$ cat src/matrix_multiply_top_macros.svh
// Assertion macros for the matrix multiplier.
`ifndef MATRIX_MULTIPLY_TOP_MACROS_SVH
`define MATRIX_MULTIPLY_TOP_MACROS_SVH
`ifndef SYNTHESIS
`define MM_ASSERT_IMPL(label, clk, rst, a, c) \
  label: assert property (@(posedge clk) disable iff (rst) (a) |-> (c)) else $error("mm check failed");
`define MM_ASSERT_NEXT(label, clk, rst, a, c) \
  label: assert property (@(posedge clk) disable iff (rst) (a) |=> (c)) else $error("mm check failed");
`else
`define MM_ASSERT_IMPL(label, clk, rst, a, c)
`define MM_ASSERT_NEXT(label, clk, rst, a, c)
`endif
`endif

$ cat src/mm_pkg.sv
// Shared types and constants for the matrix multiplier.
package mm_pkg;
  localparam int MaxDim = 32;
  localparam int ValueBits = 16;
  localparam int IdxBits = $clog2(MaxDim);
  localparam int AddrBits = 2 * IdxBits;
  localparam int SumBits = 48;
  localparam int DimBits = 6;

  typedef enum logic [1:0] {
    OP_WRITE_LEFT = 2'd0,
    OP_WRITE_RIGHT = 2'd1,
    OP_COMPUTE = 2'd2,
    OP_NONE = 2'd3
  } op_t;

  typedef enum logic [1:0] {
    REG_LEFT_ROWS = 2'd0,
    REG_LEFT_COLS = 2'd1,
    REG_RIGHT_ROWS = 2'd2,
    REG_RIGHT_COLS = 2'd3
  } reg_idx_t;

  typedef struct packed {
    logic [1:0] op;
    logic [4:0] row_index;
    logic [4:0] col_index;
    logic signed [15:0] element_value;
  } in_item_t;

  typedef struct packed {
    logic [4:0] out_row;
    logic [4:0] out_col;
    logic signed [47:0] product_value;
    logic dim_error;
    logic last;
  } out_item_t;

  typedef struct packed {
    logic clear;
    logic enable;
  } cell_ctl_t;
endpackage

$ cat src/mm_cell.sv
// One multiply-accumulate cell of the systolic row.
module mm_cell (
  input  logic                                clk,
  input  logic                                rst,
  input  mm_pkg::cell_ctl_t                   ctl,
  input  logic signed [mm_pkg::ValueBits-1:0] a_in,
  input  logic signed [mm_pkg::ValueBits-1:0] b_in,
  output logic signed [mm_pkg::ValueBits-1:0] a_out,
  output logic signed [mm_pkg::SumBits-1:0]   acc
);
  import mm_pkg::*;

  logic signed [2*ValueBits-1:0] prod;

  // a passes down the chain one cell per cycle; b is this cell's column
  always_ff @(posedge clk) begin
    if (rst) begin
      a_out <= '0;
      prod <= '0;
      acc <= '0;
    end else begin
      a_out <= a_in;
      prod <= a_in * b_in;
      if (ctl.clear) begin
        acc <= '0;
      end else if (ctl.enable) begin
        acc <= acc + SumBits'(prod);
      end
    end
  end
endmodule
$ cat config.mk
export PLATFORM = sky130hd
export DESIGN_NAME = mm_cell
export DESIGN_NICKNAME = d
export VERILOG_FILES = /design/src/matrix_multiply_top_macros.svh /design/src/mm_pkg.sv /design/src/mm_cell.sv
export SDC_FILE = /design/constraint.sdc
export NUM_CORES = 1
export LEC_CHECK = 0
export BUFFER_PORTS_ARGS = -buffer_cell sky130_fd_sc_hd__buf_2
export CORE_ASPECT_RATIO = 0.9
export CORE_UTILIZATION = 45
export CTS_CLUSTER_DIAMETER = 50
export DETAILED_ROUTE_END_ITERATION = 6
export PLACE_DENSITY = 0.68
export SLEW_MARGIN = 10
export SYNTH_ARGS = -nofsm -noshare
export SYNTH_HDL_FRONTEND = slang
export SYNTH_SLANG_ARGS = --single-unit
$ cat constraint.sdc
create_clock -name clk -period 20.1 [get_ports clk]
set_input_delay 5.025 -clock clk [delete_from_list [all_inputs] [get_ports clk]]
set_output_delay 5.025 -clock clk [all_outputs]
set_load 0.01 [all_outputs]
==> load_flow_metrics.sql <==
INSERT INTO impl_metrics (metric_group, metric, value, unit) VALUES
('synth', 'yosysSeqAreaShare', '12.6', '%'),
('global_routing', 'grtUsageTotal', '22.4', '%'),
('timing', 'rsz_0062_raised_after_global_routing', 'no', ''),
('synth', 'netlist.top_cell.by_area', 'fa_1', ''),
('critical_path', 'arrival', '11110', 'ps'),
('global_routing', 'globalRoute.totalOverflow', '0', ''),
('finish', 'layout.filler_cells', '3161', ''),
('synth', 'yosys-top-cells-count', '329 x inv_1, 263 x fa_1, 165 x nand2_1', ''),
('timing', 'period_share', '54.1', '%'),
('clock_network', 'postCtsSetupRepairBufs', '0', ''),
('clock_network', 'cts.htree.levels', '3', ''),
('critical_path', 'setup.worst_path.start_class', 'input pin', ''),
('synth', 'syn_area', '15300', 'µm²'),
('clock_network', 'insertion_delay_of_the_later_clocked_pin_in_the_worst_skew_pair', '370', 'ps'),
('die', 'coreArea', '33200', 'µm²'),
('clock_network', 'clkSlewWorstSetupHoldPaths', '80', 'ps'),
('die', 'die_h', '177', 'µm'),
('die', 'dieArea', '34800', 'µm²'),
('detailed_routing', 'first_pass_iters', '5', ''),
('placement', 'post_dp_cell_area', '16200', 'µm²'),
('global_routing', 'grt_pass1_vias', '12433', ''),
('detailed_routing', 'route.detailed.drc', '0', ''),
('synth', 'avgSynthCellArea', '8.79', 'µm²'),
('global_routing', 'grt_max_degree', '53', ''),
('timing', 'final.setup_skew', '11.6', 'ps'),
('critical_path', 'critical_path_peak_fanout', '17', ''),
('placement', 'placement.io_buffers', '99', ''),
('die', 'floorplan.io_pins', '100', ''),
('synth', 'synth_most_common_cell', 'inv_1', ''),
('placement', 'gp_routability_congestion', '0.888', ''),
('hold_path', 'hold_path.class', 'flip-flop to flip-flop', ''),
('synth', 'synthArstFlopShare', '0', '%'),
('clock_network', 'clock_tree.buffer_depth', '2', ''),
('timing', 'tightest_slew', '1030', 'ps'),
('timing', 'achievable-frequency', '92.0', 'MHz'),
('finish', 'finalInstanceArea', '16500', 'µm²'),
('clock_network', 'cts_buf_count', '9', ''),
('die', 'num_rows', '63', ''),
('finish', 'area_growth', '7.71', '%'),
('die', 'die_x', '196', 'µm'),
('clock_network', 'post_cts_hold_buffer_count', '0', ''),
('detailed_routing', 'route.detailed.wl_per_inst', '16.1', 'µm'),
('critical_path', 'setup.worst_path.class', 'input pin to flip-flop', ''),
('flow_run', 'cap_viol_max_count', '0', ''),
('synth', 'syn-num-nets', '2169', ''),
('synth', 'yosysUniqueCellTypes', '66', ''),
('global_routing', 'first_pass_grt_wire_length', '61900', 'µm'),
('die', 'initial_core_utilization', '46.1', '%'),
('synth', 'synth_top_area_share', '34.4', '%'),
('synth', 'synth_top_cells_by_area', 'fa_1 34%, dfxtp_1 13%, ha_1 11%, inv_1 8.1%, and2_1 5.3%', ''),
('clock_network', 'cts-root-buf', 'clkbuf_16', ''),
('synth', 'number_of_synthesized_flops_with_an_enable_pin', '0', ''),
('synth', 'post_synthesis_cell_count', '1741', ''),
('detailed_routing', 'drt_iter0_markers', '583', ''),
('critical_path', 'timing.reg2reg.worst_path_depth', '13', ''),
('synth', 'synth_seq_cells', '96', ''),
('timing', 'setup_total_negative_slack', '0', 'ps'),
('finish', 'total_number_of_nets_in_the_final_design', '2222', ''),
('timing', 'setup_viol', '0', ''),
('status', 'status', 'complete, no violations', ''),
('finish', 'antenna_cells_inserted', '0', ''),
('critical_path', 'worst_ep_required', '20340', 'ps'),
('timing', 'slew-limit-headroom', '31.2', '%'),
('timing', 'final_max_slew_viol_count', '0', ''),
('clock_network', 'post_cts_sizing', '0', ''),
('detailed_routing', 'routed_wirelength', '36400', 'µm'),
('detailed_routing', 'via_per_inst', '5.19', ''),
('synth', 'ys_warn_count', '0', ''),
('timing', 'post-route-min-period', '10870', 'ps'),
('detailed_routing', 'detailroute.via_count', '11707', ''),
('global_routing', 'antenna_found_initial', '0', ''),
('finish', 'final_layout_size_suffix_gt1_share', '7.67', '%'),
('timing', 'final_hold_viol_count', '0', ''),
('clock_network', 'cts_tree', 'built', ''),
('hold_path', 'hold_depth', '2', ''),
('clock_network', 'cts.sinks', '96', ''),
('critical_path', 'worstSetupEndpointType', 'flip-flop', ''),
('placement', 'dp.final_hpwl', '29500', 'µm'),
('detailed_routing', 'ant_nets', '0', ''),
('synth', 'synth_ff_type', 'dfxtp_1', '');
-- registers in the layout (all words and copies together) (netlist names) --
signal	flops
acc	48
prod	32
a_out	16
-- path summary, 6_finish.rpt --
path	from	end	slack, ps
worst max-delay path	a_in[15]	prod[29]	9230
worst min-delay path	acc[47]	acc[47]	480
worst max register to register	acc[0]	acc[46]	16760
worst min register to register	acc[47]	acc[47]	480
-- worst max-delay path, cell delays in order --
cell and delay (ps):
buf_2 210, nand2_1 150, inv_1 90, fa_1 720
inv_1 110, fa_1 570, fa_1 450, fa_1 570
fa_1 430, fa_1 490, inv_1 40, ha_1 330
a21o_1 200, a21o_1 190, a221oi_2 280, o31ai_1 130
a311o_1 390, a31o_1 270, a211oi_2 240, xnor2_1 150
nor2_1 50
-- cells by family (layout without fill, tap and decap cells) --
| logic type | count (synthesis) | after routing | share of synthesized area, % |
|---|---|---|---|
| mux | 20 | 20 | 1.31 |
| flops | 96 | 96 | 12.6 |
| fa+ha+maj | 392 | 392 | 44.9 |
| simple gates | 528 | 528 | 17.0 |
| compound gates | 242 | 242 | 10.5 |
| buf+inv | 390 | 448 | 9.59 |
| xor+xnor | 73 | 73 | 4.18 |
-- metrics by stage --
stage	hold slack, ps	setup WS (ps)	instances	utilization [%]
after floorplan	489	9250	1741	-
after global placement	461	8980	2238	48.7
after detailed placement	467	8850	2238	48.7
after CTS	476	9250	2254	49.7
after global routing	501	8950	2254	49.7
final	476	9230	2254	49.7
-- placed cells by master (no fill, tap or decap), drive strengths merged, types with 45 or more instances in the layout --
master  count
ha        129
a21oi      76
dfxtp      96
nor2      113
nand2     165
buf       102
a21o       45
and2      129
fa        263
inv       332
-- layer usage --
layer	up-vias	track usage, %	part of all wire, %
li1	5568	-	-
met2	328	37.7	47
met4	0	6.48	1.9
met1	5758	29.4	45
met3	53	3.96	6.4
met5	-	0	0
-- final cells by class --
class | instances | area, µm² | share of cell area, %
tap | 455 | 569 | 3.45
inverter | 330 | 1240 | 7.51
timing repair buffer | 102 | 518 | 3.14
sequential | 96 | 1920 | 11.7
clock inverter | 7 | 96.3 | 0.584
multi-input combinational | 1255 | 11900 | 72.3
clock buffer | 9 | 225 | 1.37
Power is left out: the tool's default activity adds up to more than one toggle a clock period on the data nets, which glitch-free logic cannot reach.
